$ cat config.mk
export PLATFORM = sky130hd
export DESIGN_NAME = sorted_priority_queue
export DESIGN_NICKNAME = d
export VERILOG_FILES = /design/src/sv/spq_pkg.sv /design/src/sv/spq_cell.sv /design/src/sv/sorted_priority_queue.sv
export SDC_FILE = /design/constraint.sdc
export NUM_CORES = 2
export LEC_CHECK = 0
export BUFFER_PORTS_ARGS = -buffer_cell sky130_fd_sc_hd__buf_2
export CAP_MARGIN = 20
export CORE_MARGIN = 2
export CORE_UTILIZATION = 40
export DETAILED_ROUTE_END_ITERATION = 6
export HOLD_SLACK_MARGIN = 0.12
export PLACE_DENSITY = 0.63
export SLEW_MARGIN = 20
export SYNTH_ARGS = -nofsm -noshare
export SYNTH_HDL_FRONTEND = slang
export SYNTH_SLANG_ARGS = --single-unit
$ cat constraint.sdc
create_clock -name clock -period 10.2 [get_ports clock]
set_clock_uncertainty 0.1 [all_clocks]
set_input_delay 3.06 -clock clock [delete_from_list [all_inputs] [get_ports clock]]
set_output_delay 3.06 -clock clock [all_outputs]
set_load 0.005 [all_outputs]
$ cat src/sv/spq_pkg.sv
// ----------------------------------------------------------------------------
// spq_pkg
// Shared types and codes for the sorted priority queue: request and status
// codes, the entry record and the control bundle broadcast to every cell.
// ----------------------------------------------------------------------------
package spq_pkg;

   localparam int DATA_W = 32;
   localparam int PRIO_W = 16;
   localparam int FILL_W = 5;
   localparam int STAT_W = 2;

   typedef enum logic {
      REQ_INSERT = 1'b0,
      REQ_REMOVE = 1'b1
   } req_kind_type;

   typedef enum logic [STAT_W-1:0] {
      ST_INSERTED = 2'd0,
      ST_REMOVED  = 2'd1,
      ST_EMPTY    = 2'd2,
      ST_FULL     = 2'd3
   } status_type;

   typedef struct packed {
      logic signed [DATA_W-1:0] data;
      logic signed [PRIO_W-1:0] prio;
   } entry_type;

   typedef struct packed {
      logic      insert;
      logic      remove;
      entry_type item;
   } cell_ctrl_type;

endpackage

$ cat src/sv/spq_cell.sv
// ----------------------------------------------------------------------------
// spq_cell
// One slot of the sorted row. On insert the slot keeps its entry when that
// entry sorts before or with the new one, takes the new entry at the boundary,
// and otherwise takes its left neighbor's entry. On remove it takes its right
// neighbor's entry.
// ----------------------------------------------------------------------------
module spq_cell (
   input  logic                   clock,
   input  spq_pkg::cell_ctrl_type ctrl,
   input  logic                   occupied,
   input  logic                   left_keep,
   input  spq_pkg::entry_type     left_entry,
   input  spq_pkg::entry_type     right_entry,
   output logic                   keep,
   output spq_pkg::entry_type     entry
);

   spq_pkg::entry_type entry_ff;
   spq_pkg::entry_type entry_in;

   assign keep  = occupied && (entry_ff.prio <= ctrl.item.prio);
   assign entry = entry_ff;

   always_comb begin
      entry_in = entry_ff;
      if (ctrl.insert) begin
         if (!keep) begin
            entry_in = left_keep ? ctrl.item : left_entry;
         end
      end else if (ctrl.remove) begin
         entry_in = right_entry;
      end
   end

   always_ff @(posedge clock) begin
      entry_ff <= entry_in;
   end

endmodule

$ cat src/sv/sorted_priority_queue.sv
// ----------------------------------------------------------------------------
// sorted_priority_queue
// Bounded priority queue held as a row of compare-and-shift cells, smallest
// priority at the head, equal priorities in arrival order.
// ----------------------------------------------------------------------------
// Takes one request per clock cycle unless a held response stalls it. Every cell
// compares its priority with the incoming one in parallel and shifts in the same
// cycle, so the response shows up in the output register on the cycle after the
// request is accepted, and a new request is taken while that response is being
// taken. Throughput is set by the response register alone: one request per cycle
// while rsp_ready is high. Inserts into a full queue and removes from an empty
// one leave the queue unchanged and return their own status codes.
module sorted_priority_queue #(
   parameter int QUEUE_DEPTH = 16
) (
   input  logic                                clock,
   input  logic                                reset,
   input  logic                                req_valid,
   output logic                                req_ready,
   input  logic                                req_type,
   input  logic signed [spq_pkg::DATA_W-1:0]   req_item_data,
   input  logic signed [spq_pkg::PRIO_W-1:0]   req_item_priority,
   output logic                                rsp_valid,
   input  logic                                rsp_ready,
   output logic        [spq_pkg::STAT_W-1:0]   rsp_status,
   output logic signed [spq_pkg::DATA_W-1:0]   rsp_out_data,
   output logic signed [spq_pkg::PRIO_W-1:0]   rsp_out_priority,
   output logic        [spq_pkg::FILL_W-1:0]   rsp_fill_count
);

   localparam int CW = $clog2(QUEUE_DEPTH + 1);

   logic                   accept;
   logic                   is_remove;
   logic                   full;
   logic                   empty;
   spq_pkg::cell_ctrl_type ctrl;
   logic [QUEUE_DEPTH:0]   keep_chain;
   spq_pkg::entry_type     entries [QUEUE_DEPTH];

   logic [CW-1:0]          count_ff;
   logic [CW-1:0]          count_in;
   logic                   rsp_valid_ff;
   logic                   rsp_valid_in;
   spq_pkg::status_type    status_ff;
   spq_pkg::status_type    status_in;
   spq_pkg::entry_type     out_ff;
   spq_pkg::entry_type     out_in;
   logic [CW+spq_pkg::FILL_W-1:0] fill_ext;

   assign req_ready = !rsp_valid_ff || rsp_ready;
   assign accept    = req_valid && req_ready;
   assign is_remove = (req_type == spq_pkg::REQ_REMOVE);
   assign full      = (count_ff == CW'(QUEUE_DEPTH));
   assign empty     = (count_ff == '0);

   assign ctrl.insert    = accept && !is_remove && !full;
   assign ctrl.remove    = accept && is_remove && !empty;
   assign ctrl.item.data = req_item_data;
   assign ctrl.item.prio = req_item_priority;

   assign keep_chain[0] = 1'b1;

   for (genvar i = 0; i < QUEUE_DEPTH; i++) begin : g_cell
      spq_pkg::entry_type right_entry;
      spq_pkg::entry_type left_entry;

      if (i == QUEUE_DEPTH - 1) begin : g_last
         assign right_entry = '0;
      end else begin : g_mid
         assign right_entry = entries[i+1];
      end

      if (i == 0) begin : g_head
         assign left_entry = ctrl.item;
      end else begin : g_body
         assign left_entry = entries[i-1];
      end

      spq_cell u_cell (
         .clock       (clock),
         .ctrl        (ctrl),
         .occupied    (count_ff > CW'(i)),
         .left_keep   (keep_chain[i]),
         .left_entry  (left_entry),
         .right_entry (right_entry),
         .keep        (keep_chain[i+1]),
         .entry       (entries[i])
      );
   end

   always_comb begin
      count_in = count_ff;
      if (ctrl.insert) begin
         count_in = count_ff + CW'(1);
      end else if (ctrl.remove) begin
         count_in = count_ff - CW'(1);
      end
   end

   always_comb begin
      status_in = status_ff;
      out_in    = out_ff;
      if (accept) begin
         out_in = '0;
         priority if (!is_remove && full) begin
            status_in = spq_pkg::ST_FULL;
         end else if (!is_remove) begin
            status_in = spq_pkg::ST_INSERTED;
         end else if (empty) begin
            status_in = spq_pkg::ST_EMPTY;
         end else begin
            status_in = spq_pkg::ST_REMOVED;
            out_in    = entries[0];
         end
      end
   end

   assign rsp_valid_in = accept || (rsp_valid_ff && !rsp_ready);

   always_ff @(posedge clock) begin
      if (reset) begin
         count_ff     <= '0;
         rsp_valid_ff <= 1'b0;
      end else begin
         count_ff     <= count_in;
         rsp_valid_ff <= rsp_valid_in;
      end
   end

   always_ff @(posedge clock) begin
      status_ff <= status_in;
      out_ff    <= out_in;
   end

   assign fill_ext         = {{spq_pkg::FILL_W{1'b0}}, count_ff};
   assign rsp_valid        = rsp_valid_ff;
   assign rsp_status       = status_ff;
   assign rsp_out_data     = out_ff.data;
   assign rsp_out_priority = out_ff.prio;
   assign rsp_fill_count   = fill_ext[spq_pkg::FILL_W-1:0];

`ifndef SYNTHESIS
   a_count_bound: assert property (@(posedge clock) disable iff (reset)
      count_ff <= CW'(QUEUE_DEPTH))
      else $error("queue count above depth");

   a_remove_empty: assert property (@(posedge clock) disable iff (reset)
      accept && is_remove && empty |=> rsp_status == spq_pkg::ST_EMPTY && count_ff == '0)
      else $error("remove on empty not reported");

   a_insert_count: assert property (@(posedge clock) disable iff (reset)
      accept && !is_remove && !full |=> count_ff == $past(count_ff) + CW'(1))
      else $error("insert did not advance count");

   a_zero_payload: assert property (@(posedge clock) disable iff (reset)
      rsp_valid && rsp_status != spq_pkg::ST_REMOVED |-> out_ff == '0)
      else $error("payload not cleared on non-remove response");
`endif

endmodule

# == Word-level counts from Yosys, hierarchy flattened ==
# Cells that the tools add are included.
# Widths: inputs -> output; s select.
# word_totals
reg_bits,824
word_cells,205
# classes
addsub,2
magnitude_cmp,32
n_eq_ne,17
muxes,67
n_bitwise,1
reduce_logical,49
# op_table
operator,n
$mux 48,63
$le 16x16->1,16
$gt 5x4->1 const B,8
$ne 2x2->1 const B,16
$reduce_and 2->1,16
$logic_and 1x1->1,23
$gt 5x3->1 const B,4
$gt 5x1->1 const B,2
$gt 5x2->1 const B,2
$mux 5,2
$add 5x1->5 const B,1
$eq 5x5->1 const B,1
$logic_not 1->1,5
$logic_not 5->1,1
$sub 5x1->5 const B,1
$mux 2,2
$reduce_or 3->1,1
$logic_or 1x1->1,2
$reduce_bool 2->1,1
$not 1->1,1

# == Depth between registers and ports, before layout ==
# depth
depth_word,7
mapped_depth,13
ltp_nobuf,9

# == Modules after synthesis ==
# Synthesis repeated with hierarchy kept, for this count alone.
# hier_totals
cells_unflattened,4610
area_unflattened_um2,48637.9
# by_module_without_submodules
module,n_inst,cells_per_inst,area_each_um2,seq_area_each_um2
spq_cell (g_cell[0].u_cell ...),10,277,2892.8,1441.4
spq_cell (g_cell[4].u_cell ...),6,271,2855.2,1441.4
sorted_priority_queue,1,214,2578.7,1621.6

# == Least setup slack after synthesis ==
# No wires, ideal clock.
# synth_path
kind,input -> register
startpoint,input port rsp_ready
endpoint,"register g_cell[13].u_cell.entry_ff, in the netlist g_cell[13].u_cell.entry[0], enable pin"
setup_ps,520
t_arrival_ps,8810
setup_slack_ps,770
stages,8
n_path_buf,3
cell_sequence,nand2b_1 nand2_1 inv_1 nand2_1 clkbuf_1 clkbuf_1 clkbuf_1 o21ai_0
# synth_via
elab_chain_len,6
elab_cells_between_ends,9
cone_classes,eq/ne (1); reduce/logical (8)
# synth_rtl
element,line,source
start: declaration,sorted_priority_queue.sv:24,"input logic rsp_ready,"
$logic_or 1x1->1 *,sorted_priority_queue.sv:51,assign req_ready = !rsp_valid_ff || rsp_ready;
$logic_and 1x1->1 *,sorted_priority_queue.sv:52,assign accept = req_valid && req_ready;
named net accept,sorted_priority_queue.sv:33,logic accept;
$logic_and 1x1->1 (on tied branches) (2 in series),"sorted_priority_queue.sv:57, sorted_priority_queue.sv:58",
$ne 2x2->1 (no source line) / $reduce_bool 2->1 (equally long branches),--,
$reduce_and 2->1 (no source line) *,--,
end signal: assignment,spq_cell.sv:37,entry_ff <= entry_in;
end: declaration,spq_cell.sv:19,spq_pkg::entry_type entry_ff;
# Mark *: on every way through the listed nets, which the timed path passes. The rest lies on a longest branch.
# A chain may end at the register's enable or synchronous reset.

==> report_table.html <==
<table>
<tr><th>Metric</th><th>Value</th></tr>
<tr><th colspan="2">CTS</th></tr>
<tr><td>Number of buffers on the longest clock path</td><td>3</td></tr>
<tr><td>Clock-pin slew on the worst setup and hold paths</td><td>~0.06 ns</td></tr>
<tr><td>Later-pin clock latency in the skew report</td><td>around 0.69 ns</td></tr>
<tr><td>TritonCTS clock tree</td><td>built</td></tr>
<tr><td>TritonCTS buffer count</td><td>96</td></tr>
<tr><td>Count of H-tree levels built during CTS</td><td>3</td></tr>
<tr><td>Total setup buffers inserted after CTS</td><td>0</td></tr>
<tr><td>Clock sinks</td><td>around 800</td></tr>
<tr><td>Number of instances resized during post-cts repair</td><td>0</td></tr>
<tr><td>Number of buffers inserted for hold repair after clock tree synthesis</td><td>0</td></tr>
<tr><td>Clock root buffer</td><td>sky130_fd_sc_hd__clkbuf_16</td></tr>
<tr><th colspan="2">Cells and area</th></tr>
<tr><td>Layout cell share with drive strength beyond 1</td><td>0.0841</td></tr>
<tr><td>Footprint of the multi-input gates</td><td>a little over 0.02 mm2</td></tr>
<tr><td>Seq. cell area</td><td>roughly 0.025 mm2</td></tr>
<tr><td>Most common cell after layout, fill and taps aside</td><td>sky130_fd_sc_hd__edfxtp_1</td></tr>
<tr><td>Final Net Count</td><td>roughly 4700</td></tr>
<tr><td>Final Non-Filler Cells</td><td>5998</td></tr>
<tr><td>Area growth from synthesis to layout</td><td>10.7%</td></tr>
<tr><td>Filler instances</td><td>~11000</td></tr>
<tr><td>Top library cells by usage in the layout, fill and taps aside</td><td>sky130_fd_sc_hd__edfxtp_1 (818), sky130_fd_sc_hd__nand2_1 (757), sky130_fd_sc_hd__a21oi_1 (614)</td></tr>
<tr><th colspan="2">Timing</th></tr>
<tr><td>Max Fclk</td><td>0.139 GHz</td></tr>
<tr><td>Max-slew violation count</td><td>0</td></tr>
<tr><td>Total Negative Setup Slacks</td><td>0 ns</td></tr>
<tr><td>Final setup vio count</td><td>0</td></tr>
<tr><td>Final count of hold timing violations</td><td>0</td></tr>
<tr><td>Final worst path period need</td><td>7.21 ns</td></tr>
<tr><td>Slew at the pin closest to its max-slew limit</td><td>1.15 ns</td></tr>
<tr><td>Hold Worst Slack</td><td>approximately 0.43 ns</td></tr>
<tr><td>Worst slew margin relative to its limit</td><td>0.229</td></tr>
<tr><td>Unrepaired setup endpoints after global routing</td><td>false</td></tr>
<tr><td>Period utilisation layout</td><td>0.707</td></tr>
<tr><th colspan="2">Synthesis</th></tr>
<tr><td>Mean Syn Cell Area</td><td>10.3 um2</td></tr>
<tr><td>Yosys synthesis warning count</td><td>0</td></tr>
<tr><td>Register bit count reported by yosys</td><td>824</td></tr>
<tr><td>Netlist Area Pre-Place</td><td>roughly 0.046 mm2</td></tr>
<tr><td>Sequential-to-total area share from yosys stat</td><td>0.532</td></tr>
<tr><td>Synthesized instance count</td><td>4508</td></tr>
<tr><td>Prevailing post-synth register cell</td><td>sky130_fd_sc_hd__edfxtp_1</td></tr>
<tr><td>Largest family of logic cells by synthesized area</td><td>compound AO/OA/AOI/OAI gates</td></tr>
<tr><td>Count of flip-flops with a built-in enable after synthesis</td><td>between 800 and 900</td></tr>
<tr><td>Simple logic cell fraction of the synthesized area</td><td>0.124</td></tr>
<tr><td>Parity-gate share of the synthesized area counting xor and xnor cells</td><td>0.000378</td></tr>
<tr><td>Dominant cell type by area after synthesis</td><td>sky130_fd_sc_hd__edfxtp_1</td></tr>
<tr><td>Post-synthesis async set-or-reset flop share</td><td>0</td></tr>
<tr><td>Compound-Gate Fraction of Synth Area</td><td>0.183</td></tr>
<tr><td>Portion of synthesized cell area occupied by the leading cell type</td><td>0.529</td></tr>
<tr><td>Post-Synth Adder-Cell Area</td><td>0.0704</td></tr>
<tr><td>Number of nets produced by synthesis</td><td>4822</td></tr>
<tr><td>Top post-synthesis cells by area</td><td>sky130_fd_sc_hd__edfxtp_1 (53%), sky130_fd_sc_hd__o211ai_1 (8.6%), sky130_fd_sc_hd__ha_1 (7.0%)</td></tr>
<tr><td>Mux cell area share after synthesis</td><td>0.0524</td></tr>
<tr><td>Yosys cell types</td><td>between 60 and 70</td></tr>
<tr><th colspan="2">Min path</th></tr>
<tr><td>Worst hold path cell count</td><td>2</td></tr>
<tr><td>Worst hold path class</td><td>reg2reg</td></tr>
<tr><th colspan="2">Worst setup path</th></tr>
<tr><td>Element type at the critical path end</td><td>flop</td></tr>
<tr><td>Worst Reg2Reg Path Length in Cells</td><td>7</td></tr>
<tr><td>Kind of start point of the critical path</td><td>input pin</td></tr>
<tr><td>Max FO, Critical Path</td><td>32</td></tr>
<tr><td>Required time of the critical path</td><td>~11 ns</td></tr>
<tr><td>Start-to-end type of the worst setup path</td><td>in2reg</td></tr>
<tr><td>Arr. time, crit path</td><td>around 7.5 ns</td></tr>
<tr><th colspan="2">Drt</th></tr>
<tr><td>First-pass detailed-route iteration total</td><td>5</td></tr>
<tr><td>Iteration-0 DRC Markers</td><td>~4800</td></tr>
<tr><td>Mean number of vias per cell</td><td>a little over 6</td></tr>
<tr><td>DRC</td><td>0</td></tr>
<tr><td>Average routed wire per standard cell</td><td>between 20 and 30 um</td></tr>
<tr><td>DR vias</td><td>about 37000</td></tr>
<tr><td>Routed wire length</td><td>158000 um</td></tr>
<tr><td>Detail Route Antenna Nets</td><td>0</td></tr>
<tr><th colspan="2">Floorplan</th></tr>
<tr><td>Row cnt</td><td>roughly 120</td></tr>
<tr><td>Die outline area</td><td>around 0.12 mm2</td></tr>
<tr><td>Overall die height</td><td>between 300 and 400 um</td></tr>
<tr><td>Floorplan die width</td><td>345 um</td></tr>
<tr><td>Top-level I/O count</td><td>110</td></tr>
<tr><td>Initial core utilization</td><td>0.405</td></tr>
<tr><td>Core Box Area</td><td>approximately 0.11 mm2</td></tr>
<tr><th colspan="2">Global route</th></tr>
<tr><td>Number of antenna violations at the first check in global routing</td><td>3</td></tr>
<tr><td>Remaining Overflow, GRT</td><td>0</td></tr>
<tr><td>First-pass GRT wire length</td><td>roughly 230000 um</td></tr>
<tr><td>Pin count of the biggest net entering global routing</td><td>approximately 200</td></tr>
<tr><td>Global-route usage over all layers</td><td>0.261</td></tr>
<tr><td>Vias in the first global route</td><td>around 36000</td></tr>
<tr><th colspan="2">Placed design</th></tr>
<tr><td>Placed cell count</td><td>a little under 6000</td></tr>
<tr><td>Routability-driven placement congestion ratio</td><td>just under 1</td></tr>
<tr><td>Count of input and output buffers</td><td>~110</td></tr>
<tr><td>HPWL after detailed placement</td><td>about 100000 um</td></tr>
<tr><th colspan="2">Pwr</th></tr>
<tr><td>Max IR drop VDD</td><td>0.117 mV</td></tr>
<tr><td>PwrDens</td><td>roughly 210 mW/mm2</td></tr>
<tr><td>Static leakage power</td><td>~20 nW</td></tr>
<tr><th colspan="2">Run status</th></tr>
<tr><td>Status</td><td>finished, final reports clean</td></tr>
<tr><th colspan="2">Run</th></tr>
<tr><td>Number of max-cap violations</td><td>0</td></tr>
</table>
registers in the layout, summed over array words and instances, names as in the netlist:
name                 count
rsp_valid                1
rsp_status               2
g_cell.u_cell.entry    768
rsp_out_data            32
rsp_fill_count           5
rsp_out_priority        16
area by class of cell:
cell class / count / area share
Antenna cell: 4 / 0.000195
Clock buffer: 122 / 0.0505
Clock inverter: 44 / 0.00816
Inverter: 49 / 0.00361
Multi-Input combinational cell: 3254 / 0.395
Sequential cell: 824 / 0.481
Tap cell: 1512 / 0.0368
Timing Repair Buffer: 189 / 0.0252
kinds of logic after synthesis:
group	count (synthesis)
AND/OR/NAND/NOR	1386
AO/OA/AOI/OAI	1362
flip-flops	824
buffers and inverters	430
adder cells (fa/ha/maj)	261
multiplexers	243
XOR/XNOR	2
through the flow:
| step | area [um2] | power, W | worst slack (ns) | util |
|---|---|---|---|---|
| after floorplan | 46400 | 0.00630 | 0.770 | - |
| after global placement | 48200 | 0.00721 | 2.45 | 0.421 |
| after detailed placement | 48300 | 0.00728 | 2.44 | 0.421 |
| after CTS | 51300 | 0.0107 | 3.16 | 0.448 |
| after global routing | 51300 | 0.0111 | 2.92 | 0.448 |
| final | 51400 | 0.0107 | 2.99 | 0.448 |
synth_stat cells (3+ instances only):
cell and count:
sky130_fd_sc_hd__o21ai_0 81, sky130_fd_sc_hd__and2_1 49, sky130_fd_sc_hd__o21ai_1 16, sky130_fd_sc_hd__buf_1 31, sky130_fd_sc_hd__buf_4 9, sky130_fd_sc_hd__o221ai_1 12
sky130_fd_sc_hd__nor2_1 371, sky130_fd_sc_hd__a2111oi_0 3, sky130_fd_sc_hd__mux2i_1 242, sky130_fd_sc_hd__buf_2 64, sky130_fd_sc_hd__a21oi_1 615, sky130_fd_sc_hd__edfxtp_1 818
sky130_fd_sc_hd__a31oi_1 3, sky130_fd_sc_hd__o211ai_1 529, sky130_fd_sc_hd__ha_1 261, sky130_fd_sc_hd__a22oi_1 6, sky130_fd_sc_hd__nand3_1 64, sky130_fd_sc_hd__dfxtp_1 6
sky130_fd_sc_hd__nor4_1 10, sky130_fd_sc_hd__a221o_1 3, sky130_fd_sc_hd__a221oi_1 3, sky130_fd_sc_hd__nor3_1 12, sky130_fd_sc_hd__o311a_1 3, sky130_fd_sc_hd__nand2_1 765
sky130_fd_sc_hd__a211oi_1 4, sky130_fd_sc_hd__or2_2 10, sky130_fd_sc_hd__o31ai_1 3, sky130_fd_sc_hd__and4_1 3, sky130_fd_sc_hd__nor2b_1 19, sky130_fd_sc_hd__a21o_1 38
sky130_fd_sc_hd__nand2b_1 16, sky130_fd_sc_hd__inv_1 49, sky130_fd_sc_hd__and3_1 8, sky130_fd_sc_hd__o21a_1 18, sky130_fd_sc_hd__o31a_1 5, sky130_fd_sc_hd__nand4_1 51
sky130_fd_sc_hd__clkbuf_1 276
power breakdown:
| part | switching [W] | internal [W] | total [W] |
|---|---|---|---|
| clock | 0.00145 | 0.00196 | 0.00341 |
| combinational | 0.00174 | 0.000742 | 0.00248 |
| sequential | 0.000351 | 0.00444 | 0.00479 |
| total | 0.00354 | 0.00714 | 0.0107 |
worst max-delay path, cell delays in order:
cell                       delay (ns)
sky130_fd_sc_hd__buf_2           0.22
sky130_fd_sc_hd__inv_1           0.38
sky130_fd_sc_hd__ha_1            0.46
sky130_fd_sc_hd__nand4_1         0.26
sky130_fd_sc_hd__or2_2           0.39
sky130_fd_sc_hd__o221ai_1        0.18
sky130_fd_sc_hd__and3_2          0.52
sky130_fd_sc_hd__buf_4           0.54
sky130_fd_sc_hd__or2_2           0.74
sky130_fd_sc_hd__buf_4           0.51
sky130_fd_sc_hd__o221ai_1        0.16
per-layer routing:
layer,GRT usage,part of all wire
met1,0.372,0.43
met2,0.399,0.44
met3,0.0561,0.10
met4,0.0792,0.029
met5,0,0.000044
final timing paths:
| kind | startpoint | end | slack (ns) |
|---|---|---|---|
| min | rsp_valid$_SDFF_PP0_ | rsp_valid$_SDFF_PP0_ | 0.43 |
| min reg2reg | rsp_valid$_SDFF_PP0_ | rsp_valid$_SDFF_PP0_ | 0.43 |
| max reg2reg | rsp_fill_count[1]$_SDFFE_PP0P_ | g_cell[8].u_cell.entry[16]$_DFFE_PP_ | 5.33 |
| max | req_item_priority[13] | g_cell[7].u_cell.entry[0]$_DFFE_PP_ | 2.99 |
Power figures use the tool's default switching activity.
